<file path="src/hdl/sasu_pkg.sv">
`timescale 1ns / 1ps

package sasu_pkg;

    // Array size and key width.
    localparam int DEPTH = 16;
    localparam int KEY_W = 32;

    // Derived widths: a slot index and a count that can hold DEPTH itself.
    localparam int SLOT_W = $clog2(DEPTH);
    localparam int CNT_W  = $clog2(DEPTH + 1);

    typedef logic [KEY_W-1:0]  t_key;
    typedef logic [SLOT_W-1:0] t_slot;
    typedef logic [CNT_W-1:0]  t_count;
    typedef logic [1:0]        t_status;

    // Result status codes.
    localparam t_status ST_DONE = 2'd0;
    localparam t_status ST_MISS = 2'd1;
    localparam t_status ST_FULL = 2'd2;

    // Commands broadcast from the control logic to every cell.
    typedef struct packed {
        logic load_cmp;
        logic shift_up;
        logic shift_down;
    } t_cell_ctl;

endpackage

</file>
<file path="src/hdl/sorted_array_set_update.sv">
`timescale 1ns / 1ps

// Channel   Direction  Handshake          Fields
// request   in         i_valid / o_stall  i_mode, i_key
// result    out        o_valid / i_stall  o_status, o_slot, o_count
//
// Each item is handled in two steps: first every cell compares the key with
// its entry, then the cells shift together and the result is registered.
// A new item is taken only once the update step of the last one is done.
// Synchronous reset empties the set; cell contents are left as they are.
// A stalled result holds the update step until the output register is free.

module sorted_array_set_update import sasu_pkg::*; (
    input  logic        i_clk,
    input  logic        i_rst_n,
    input  logic        i_valid,
    output logic        o_stall,
    input  logic        i_mode,
    input  logic [31:0] i_key,
    output logic        o_valid,
    input  logic        i_stall,
    output logic [1:0]  o_status,
    output logic [3:0]  o_slot,
    output logic [4:0]  o_count
);

    typedef enum logic [1:0] {
        S_IDLE   = 2'b01,
        S_UPDATE = 2'b10
    } t_state;

    t_state  r_state;
    t_state  n_state;
    logic    r_mode;
    t_key    r_key;
    t_count  r_count;
    t_count  n_count;
    logic    r_out_valid;
    t_status r_out_status;
    t_status n_out_status;
    t_slot   r_out_slot;
    t_slot   n_out_slot;
    t_count  r_out_count;

    t_cell_ctl        cell_ctl;
    t_key             key_cmp;
    t_key [DEPTH-1:0] entry;
    logic [DEPTH-1:0] lt;
    logic [DEPTH-1:0] eq;
    logic [DEPTH-1:0] occupied;

    logic   accept;
    logic   update_go;
    logic   found;
    logic   full;
    logic   do_ins;
    logic   do_del;
    t_count pos;

    assign key_cmp   = i_key[KEY_W-1:0];
    assign accept    = i_valid && !o_stall;
    assign update_go = (r_state == S_UPDATE) && (!r_out_valid || !i_stall);

    // The compare results form a run of ones from slot zero; the slot is its length.
    always_comb begin
        pos = '0;
        for (int i = 0; i < DEPTH; i++) begin
            if (lt[i]) begin
                pos = t_count'(i + 1);
            end
        end
    end

    assign found  = |eq;
    assign full   = (r_count == t_count'(DEPTH));
    assign do_ins = !r_mode && !found && !full;
    assign do_del = r_mode && found;

    assign cell_ctl.load_cmp   = accept;
    assign cell_ctl.shift_up   = update_go && do_ins;
    assign cell_ctl.shift_down = update_go && do_del;

    // Row of cells, each wired to its neighbors; the end cells take the held key in place of a missing one.
    for (genvar g = 0; g < DEPTH; g++) begin : g_cell
        t_key left_entry;
        logic left_lt;
        t_key right_entry;

        assign occupied[g] = (r_count > t_count'(g));

        if (g == 0) begin : g_first
            assign left_entry = r_key;
            assign left_lt    = 1'b1;
        end else begin : g_inner
            assign left_entry = entry[g-1];
            assign left_lt    = lt[g-1];
        end

        if (g == DEPTH - 1) begin : g_last
            assign right_entry = r_key;
        end else begin : g_next
            assign right_entry = entry[g+1];
        end

        sasu_cell u_cell (
            .i_clk         (i_clk),
            .i_ctl         (cell_ctl),
            .i_occupied    (occupied[g]),
            .i_key_cmp     (key_cmp),
            .i_key_ins     (r_key),
            .i_left_entry  (left_entry),
            .i_left_lt     (left_lt),
            .i_right_entry (right_entry),
            .o_entry       (entry[g]),
            .o_lt          (lt[g]),
            .o_eq          (eq[g])
        );
    end

    // Next state, count and result fields.
    always_comb begin
        n_state = r_state;
        case (r_state)
            S_IDLE: begin
                if (accept) begin
                    n_state = S_UPDATE;
                end
            end
            S_UPDATE: begin
                if (update_go) begin
                    n_state = S_IDLE;
                end
            end
            default: begin
                n_state = S_IDLE;
            end
        endcase

        n_count = r_count;
        if (do_ins) begin
            n_count = r_count + t_count'(1);
        end else if (do_del) begin
            n_count = r_count - t_count'(1);
        end

        n_out_slot = '0;
        if (do_ins || do_del) begin
            n_out_status = ST_DONE;
            n_out_slot   = pos[SLOT_W-1:0];
        end else if (!r_mode && !found) begin
            n_out_status = ST_FULL;
        end else begin
            n_out_status = ST_MISS;
        end
    end

    // Control registers.
    always_ff @(posedge i_clk) begin
        if (!i_rst_n) begin
            r_state     <= S_IDLE;
            r_count     <= '0;
            r_out_valid <= 1'b0;
        end else begin
            r_state <= n_state;
            if (update_go) begin
                r_count     <= n_count;
                r_out_valid <= 1'b1;
            end else if (!i_stall) begin
                r_out_valid <= 1'b0;
            end
        end
    end

    // Request and result payload registers.
    always_ff @(posedge i_clk) begin
        if (accept) begin
            r_mode <= i_mode;
            r_key  <= key_cmp;
        end
        if (update_go) begin
            r_out_status <= n_out_status;
            r_out_slot   <= n_out_slot;
            r_out_count  <= n_count;
        end
    end

    assign o_stall  = (r_state != S_IDLE);
    assign o_valid  = r_out_valid;
    assign o_status = r_out_status;
    assign o_slot   = r_out_slot;
    assign o_count  = r_out_count;

endmodule

</file>
<file path="src/hdl/sasu_cell.sv">
`timescale 1ns / 1ps

module sasu_cell import sasu_pkg::*; (
    input  logic      i_clk,
    input  t_cell_ctl i_ctl,
    input  logic      i_occupied,
    input  t_key      i_key_cmp,
    input  t_key      i_key_ins,
    input  t_key      i_left_entry,
    input  logic      i_left_lt,
    input  t_key      i_right_entry,
    output t_key      o_entry,
    output logic      o_lt,
    output logic      o_eq
);

    t_key r_entry;
    t_key n_entry;
    logic r_lt;
    logic r_eq;

    // Compare the incoming key against this cell's entry when an item is taken.
    always_ff @(posedge i_clk) begin
        if (i_ctl.load_cmp) begin
            r_lt <= i_occupied && (r_entry < i_key_cmp);
            r_eq <= i_occupied && (r_entry == i_key_cmp);
        end
    end

    // Cells holding smaller keys keep them; the rest shift toward or away
    // from the touched slot. The first cell whose left neighbor is smaller
    // takes the new key on an insert.
    always_comb begin
        n_entry = r_entry;
        if (i_ctl.shift_up && !r_lt) begin
            n_entry = i_left_lt ? i_key_ins : i_left_entry;
        end else if (i_ctl.shift_down && !r_lt) begin
            n_entry = i_right_entry;
        end
    end

    always_ff @(posedge i_clk) begin
        r_entry <= n_entry;
    end

    assign o_entry = r_entry;
    assign o_lt    = r_lt;
    assign o_eq    = r_eq;

endmodule

</file>
<file path="config.mk">
export PLATFORM = sky130hd
export DESIGN_NAME = sorted_array_set_update
export DESIGN_NICKNAME = d
export VERILOG_FILES = /design/src/hdl/sasu_pkg.sv /design/src/hdl/sorted_array_set_update.sv /design/src/hdl/sasu_cell.sv
export SDC_FILE = /design/constraint.sdc
export NUM_CORES = 2
export LEC_CHECK = 0
export BUFFER_PORTS_ARGS = -buffer_cell sky130_fd_sc_hd__buf_2
export CAP_MARGIN = 20
export CORE_MARGIN = 5
export CORE_UTILIZATION = 45
export CTS_CLUSTER_SIZE = 30
export DETAILED_ROUTE_END_ITERATION = 8
export RECOVER_POWER = 25
export SETUP_SLACK_MARGIN = 0.2
export SLEW_MARGIN = 20
export SYNTH_ARGS = -nofsm -noshare
export SYNTH_HDL_FRONTEND = slang
export SYNTH_SLANG_ARGS = --single-unit
</file>
<file path="constraint.sdc">
create_clock -name i_clk -period 4.3 [get_ports i_clk]
set_input_delay 0.215 -clock i_clk [delete_from_list [all_inputs] [get_ports i_clk]]
set_output_delay 0.215 -clock i_clk [all_outputs]
set_load 0.01 [all_outputs]
</file>
==> reports/summary.md <==
The run finished, with violations left. The checks that failed: max-capacitance violations, max-slew violations. The initial core utilization is 45.4%. For this block, the routed nets add up to 122000 um of wire. The routed layout has 30.7k vias. Static timing analysis puts the maximum clock frequency at 263 MHz.

The area inside the core boundary was 0.0885 mm2; the maximum number of pins on one net before global-route repair was 65. The synthesized instance count was 3749. Along the worst hold path, the cell count comes to 3. CTS saw 596 sinks.

The worst max-slew margin expressed relative to the limit is -31.5%, and the flip-flop and latch count after synthesis is 596. The initial antenna violation count came out at 1. The x dimension of the die is 309 um. At the pin with the least slew margin, the transition time is 1970 ps. The number of pins with negative max-slew slack in the final report is 22, and the power per cell area is 308 mW/mm2.

The clock tree root driver cell was sky130_fd_sc_hd__clkbuf_16. At the end of routability-driven placement, the weighted congestion stood at 0.894. In this run the tool buffered the top-level ports with 49 buffer cells. The nature of the critical path startpoint is a register. The net count of the finished layout was 4357; the largest fanout on the critical path was 24.

The longest clock path from root to sink contains 3 buffers. Using the TritonRoute via totals, the vias-per-cell ratio works out to 6.11. VDD sags by at most 245 uV.

Measured in cells, the most critical reg-to-reg path has a length of 6. After Yosys synthesis, XOR and XNOR cells account for 0.0872% of the synthesized area. For the total leakage power, the log shows 17.2 nW.

DRC violation count after routing: 0. Max-capacitance violation count: 1. Before CTS, the worst setup slack after placement is 784 ps. Cell with the biggest individual delay on the critical path: sky130_fd_sc_hd__nor4_1.

On the final layout, the worst clock skew is 26.4 ps. The most used flip-flop cell after synthesis is sky130_fd_sc_hd__edfxtp_1. The number of top-level pins came out at 50. In the finished design, the share of the clock period the worst path needs comes to 88.3%. The die covers 0.0954 mm2.

Adder and majority gate portion of the synthesized area: 16.1%. The number of nets handed over by synthesis was 4303. Once detail routing completed, the nets flagged for antenna violations numbered 0. In the global route stage, overall resource usage came out at 25.1%. The run gives 0 as the post-cts repair resize count. The number of buffers and inverters on the critical path was 1. Row generation in the floorplan step produced 109 rows.

For this run, the number of Yosys warnings is 0. After clock tree synthesis, the clock-pin slew on the worst setup and hold paths is 60 ps. Setup repair after global routing left no endpoint under its margin.

STA puts the critical path data arrival time at 4070 ps. 0 antenna diodes ended up in the layout. The first-iteration detailed-routing DRC count came out at 2418. The tools report the netlist area before placement as 0.0402 mm2. Top cell family by delay on the critical path: simple AND/OR/NAND/NOR gates. Adding up every negative setup slack in the final design gives 0 ps. For the number of filler cells placed in the layout, the log shows 8121. TritonCTS built the clock tree. The worst hold margin was 46.5 ps. In this design, the stage delay of the slowest critical-path cell is 930 ps.

The number of endpoints with negative hold slack in the final report is 0. In this run the worst hold path is classified as primary input to register. The critical path class was register to register. The minimum clock period after layout came out at 3800 ps. The async set-or-reset flop fraction in the synthesized netlist came out at 0%. Setup violations remaining at the end of the flow were counted as 0.

The dominant combinational cell family by area after synthesis is adder cells. The total clock buffers created by CTS is 73, and the share of synthesized area occupied by flip-flops and latches is 44.3%. After Yosys synthesis, and, or, nand and nor cells account for 11.7% of the synthesized area.

The cell repeated most along the worst path was sky130_fd_sc_hd__nor2_1. The H-tree level count was 3; the instance count on the critical path was 6. The synthesized area per cell came out at 10.7 um2. Global routing finished with a remaining overflow of 0. The clock reaches the later pin of the worst-skew pair after 630 ps.

Compared with the post-synthesis result, the final layout area differs by 10.2%. The number of global-route vias before repair is 30.6k, and the worst path setup slack after routing is 502 ps. The y dimension of the die was 309 um; the average routed wire per standard cell was 24.4 um.

The number of synthesized flops with an enable pin is 588, and the iteration count of the initial detailed-routing pass is 5. The tools report the number of distinct library cells after synthesis as 64. The worst setup path is captured at a register. The portion of netlist area occupied by mux cells came out at 13.0%. Cells with a size suffix above 1 make up 6.64% of the layout.

In this run the post-CTS setup repair buffer count came out at 0. The critical path goes through nor4_1, nand4_4, nor2_1, a21oi_4, nor2_1, buf_4. The share of the synthesized area in compound gates (AO/OA/AOI/OAI) is 12.3%. The HPWL after detailed placement is 91800 um. The required time of the worst setup path was 4580 ps. The run gives 186000 um as the global-route wire length before repair.
-- sequential cells by signal, summed over array words and instances, names as in the netlist, 4 cells and up --
| name | cells |
|---|---|
| o_count | 5 |
| o_slot | 4 |
| g_cell.left_entry | 32 |
| r_count | 5 |
| g_cell.u_cell.o_eq | 16 |
| g_cell.u_cell.o_entry | 512 |
| g_cell.u_cell.o_lt | 16 |
-- cell type report --
cell class	instances	area [um2]	area share (%)
clock buffer	95	1930	4.36
clock inverter	34	215	0.486
inverter	63	236	0.534
multi-input combinational	2895	21400	48.3
sequential	596	17800	40.2
tap	1165	1460	3.29
timing repair buffer	174	1250	2.83
-- final timing paths --
path              slack (ps)                  start                      endpoint
hold / removal            50                i_stall                       o_valid
setup / recovery         500  g_cell[3].u_cell.o_eq  g_cell[5].u_cell.o_entry[18]
hold reg to reg          520             r_state[1]                       o_valid
setup reg to reg         500  g_cell[3].u_cell.o_eq  g_cell[5].u_cell.o_entry[18]
-- cell usage in the layout, fill, tap and decap left out, types with 15 or more instances in the layout --
cell type                       Yosys  routed
sky130_fd_sc_hd__edfxtp_1         588     588
sky130_fd_sc_hd__a21oi_1          575     574
sky130_fd_sc_hd__ha_1             517     517
sky130_fd_sc_hd__nor2_1           529     516
sky130_fd_sc_hd__mux2i_1          450     450
sky130_fd_sc_hd__nand2_1          124     124
sky130_fd_sc_hd__o21ai_0          107     107
sky130_fd_sc_hd__nand4_1          100     100
sky130_fd_sc_hd__clkbuf_16          0      74
sky130_fd_sc_hd__buf_4              2      73
sky130_fd_sc_hd__inv_1             63      63
sky130_fd_sc_hd__clkbuf_1         179      63
sky130_fd_sc_hd__nand3_1           52      52
sky130_fd_sc_hd__nor3_1            48      48
sky130_fd_sc_hd__a211oi_1          41      41
sky130_fd_sc_hd__nor4_1            31      39
sky130_fd_sc_hd__mux2_2            33      33
sky130_fd_sc_hd__dlygate4sd3_1      0      33
sky130_fd_sc_hd__a21o_1            32      32
sky130_fd_sc_hd__mux2_1            30      30
sky130_fd_sc_hd__nor2b_1           20      20
sky130_fd_sc_hd__clkinv_1           0      20
sky130_fd_sc_hd__o211ai_1          18      18
sky130_fd_sc_hd__nand2b_1          15      15
sky130_fd_sc_hd__o21a_1            15      15
-- power breakdown --
part	internal, mW	switching, mW	total [mW]
Sequential	6.40	0.197	6.59
Clock	3.22	2.58	5.80
Combinational	0.517	0.745	1.26
Total	10.1	3.52	13.7
-- Yosys cell counts (5+ instances only) --
cell type / count / share of area (%)
sky130_fd_sc_hd__ha_1: 517 / 16
sky130_fd_sc_hd__mux2_1: 30 / 0.84
sky130_fd_sc_hd__nand3_1: 52 / 0.65
sky130_fd_sc_hd__a21oi_1: 575 / 7.2
sky130_fd_sc_hd__nand2b_1: 15 / 0.23
sky130_fd_sc_hd__nor4_2: 5 / 0.16
sky130_fd_sc_hd__o21ai_0: 107 / 1.3
sky130_fd_sc_hd__inv_1: 63 / 0.59
sky130_fd_sc_hd__a21boi_0: 10 / 0.19
sky130_fd_sc_hd__o21a_1: 15 / 0.28
sky130_fd_sc_hd__nor4_4: 13 / 0.69
sky130_fd_sc_hd__nor2b_1: 20 / 0.31
sky130_fd_sc_hd__o211ai_1: 18 / 0.34
sky130_fd_sc_hd__a21o_1: 32 / 0.60
sky130_fd_sc_hd__a211oi_1: 41 / 0.77
sky130_fd_sc_hd__a22oi_1: 8 / 0.15
sky130_fd_sc_hd__buf_2: 7 / 0.087
sky130_fd_sc_hd__a311oi_1: 7 / 0.15
sky130_fd_sc_hd__or2_2: 6 / 0.093
sky130_fd_sc_hd__nor2_1: 529 / 4.9
sky130_fd_sc_hd__o41ai_1: 10 / 0.22
sky130_fd_sc_hd__nor3_1: 48 / 0.60
sky130_fd_sc_hd__nand2_1: 124 / 1.2
sky130_fd_sc_hd__or3_1: 8 / 0.12
sky130_fd_sc_hd__nor4_1: 31 / 0.48
sky130_fd_sc_hd__nand4_1: 100 / 1.6
sky130_fd_sc_hd__and3_1: 6 / 0.093
sky130_fd_sc_hd__mux2_2: 33 / 0.92
sky130_fd_sc_hd__a221o_1: 5 / 0.12
sky130_fd_sc_hd__edfxtp_1: 588 / 44
sky130_fd_sc_hd__o31ai_1: 11 / 0.21
sky130_fd_sc_hd__a31oi_1: 8 / 0.12
sky130_fd_sc_hd__mux2i_1: 450 / 11
sky130_fd_sc_hd__clkbuf_1: 179 / 1.7
sky130_fd_sc_hd__dfxtp_1: 8 / 0.40
sky130_fd_sc_hd__and4_1: 11 / 0.24
-- per-layer routing --
| metal | vias up | GRT usage [%] | share of wire [%] |
|---|---|---|---|
| li1 | 14450 | - | - |
| met1 | 15182 | 35.0 | 45 |
| met2 | 848 | 41.5 | 47 |
| met3 | 188 | 2.98 | 5.2 |
| met4 | 2 | 7.62 | 2.9 |
| met5 | - | 0 | 0.0057 |
-- logic make-up (layout without fill, tap and decap cells) --
logic type,after synthesis,count (layout)
multiplexers,513,513
AND/OR/NAND/NOR,983,983
AO/OA/AOI/OAI,878,878
adder cells (fa/ha/maj),517,517
XOR/XNOR,4,4
flip-flops,596,596
buffers and inverters,258,366
-- worst register-to-register path, cell delays in order (launching register included) --
cell and delay, ps:
sky130_fd_sc_hd__edfxtp_1 360, sky130_fd_sc_hd__nor4_1 930, sky130_fd_sc_hd__nand4_4 230, sky130_fd_sc_hd__nor2_1 390, sky130_fd_sc_hd__a21oi_4 270, sky130_fd_sc_hd__nor2_1 790
sky130_fd_sc_hd__buf_4 470
-- through the flow --
step	std cells	util [%]	cell area [um2]	power [mW]
4_1_cts	5019	50.2	44500	13.8
5_1_grt	5022	50.0	44300	14.1
6_report	5022	50.0	44300	13.7
3_5_place_dp	4857	47.4	42000	7.95
3_3_place_gp	4856	47.4	41900	7.93
2_1_floorplan	3749	-	40200	7.48
-- repair_timing --
| action | CTS | global route |
|---|---|---|
| hold buffers | 33 | 0 |
| setup endpoints to repair | 0 | 0 |
| endpoints found under the hold margin | 40 | 0 |
No activity file was read; power rests on OpenSTA's default activity.
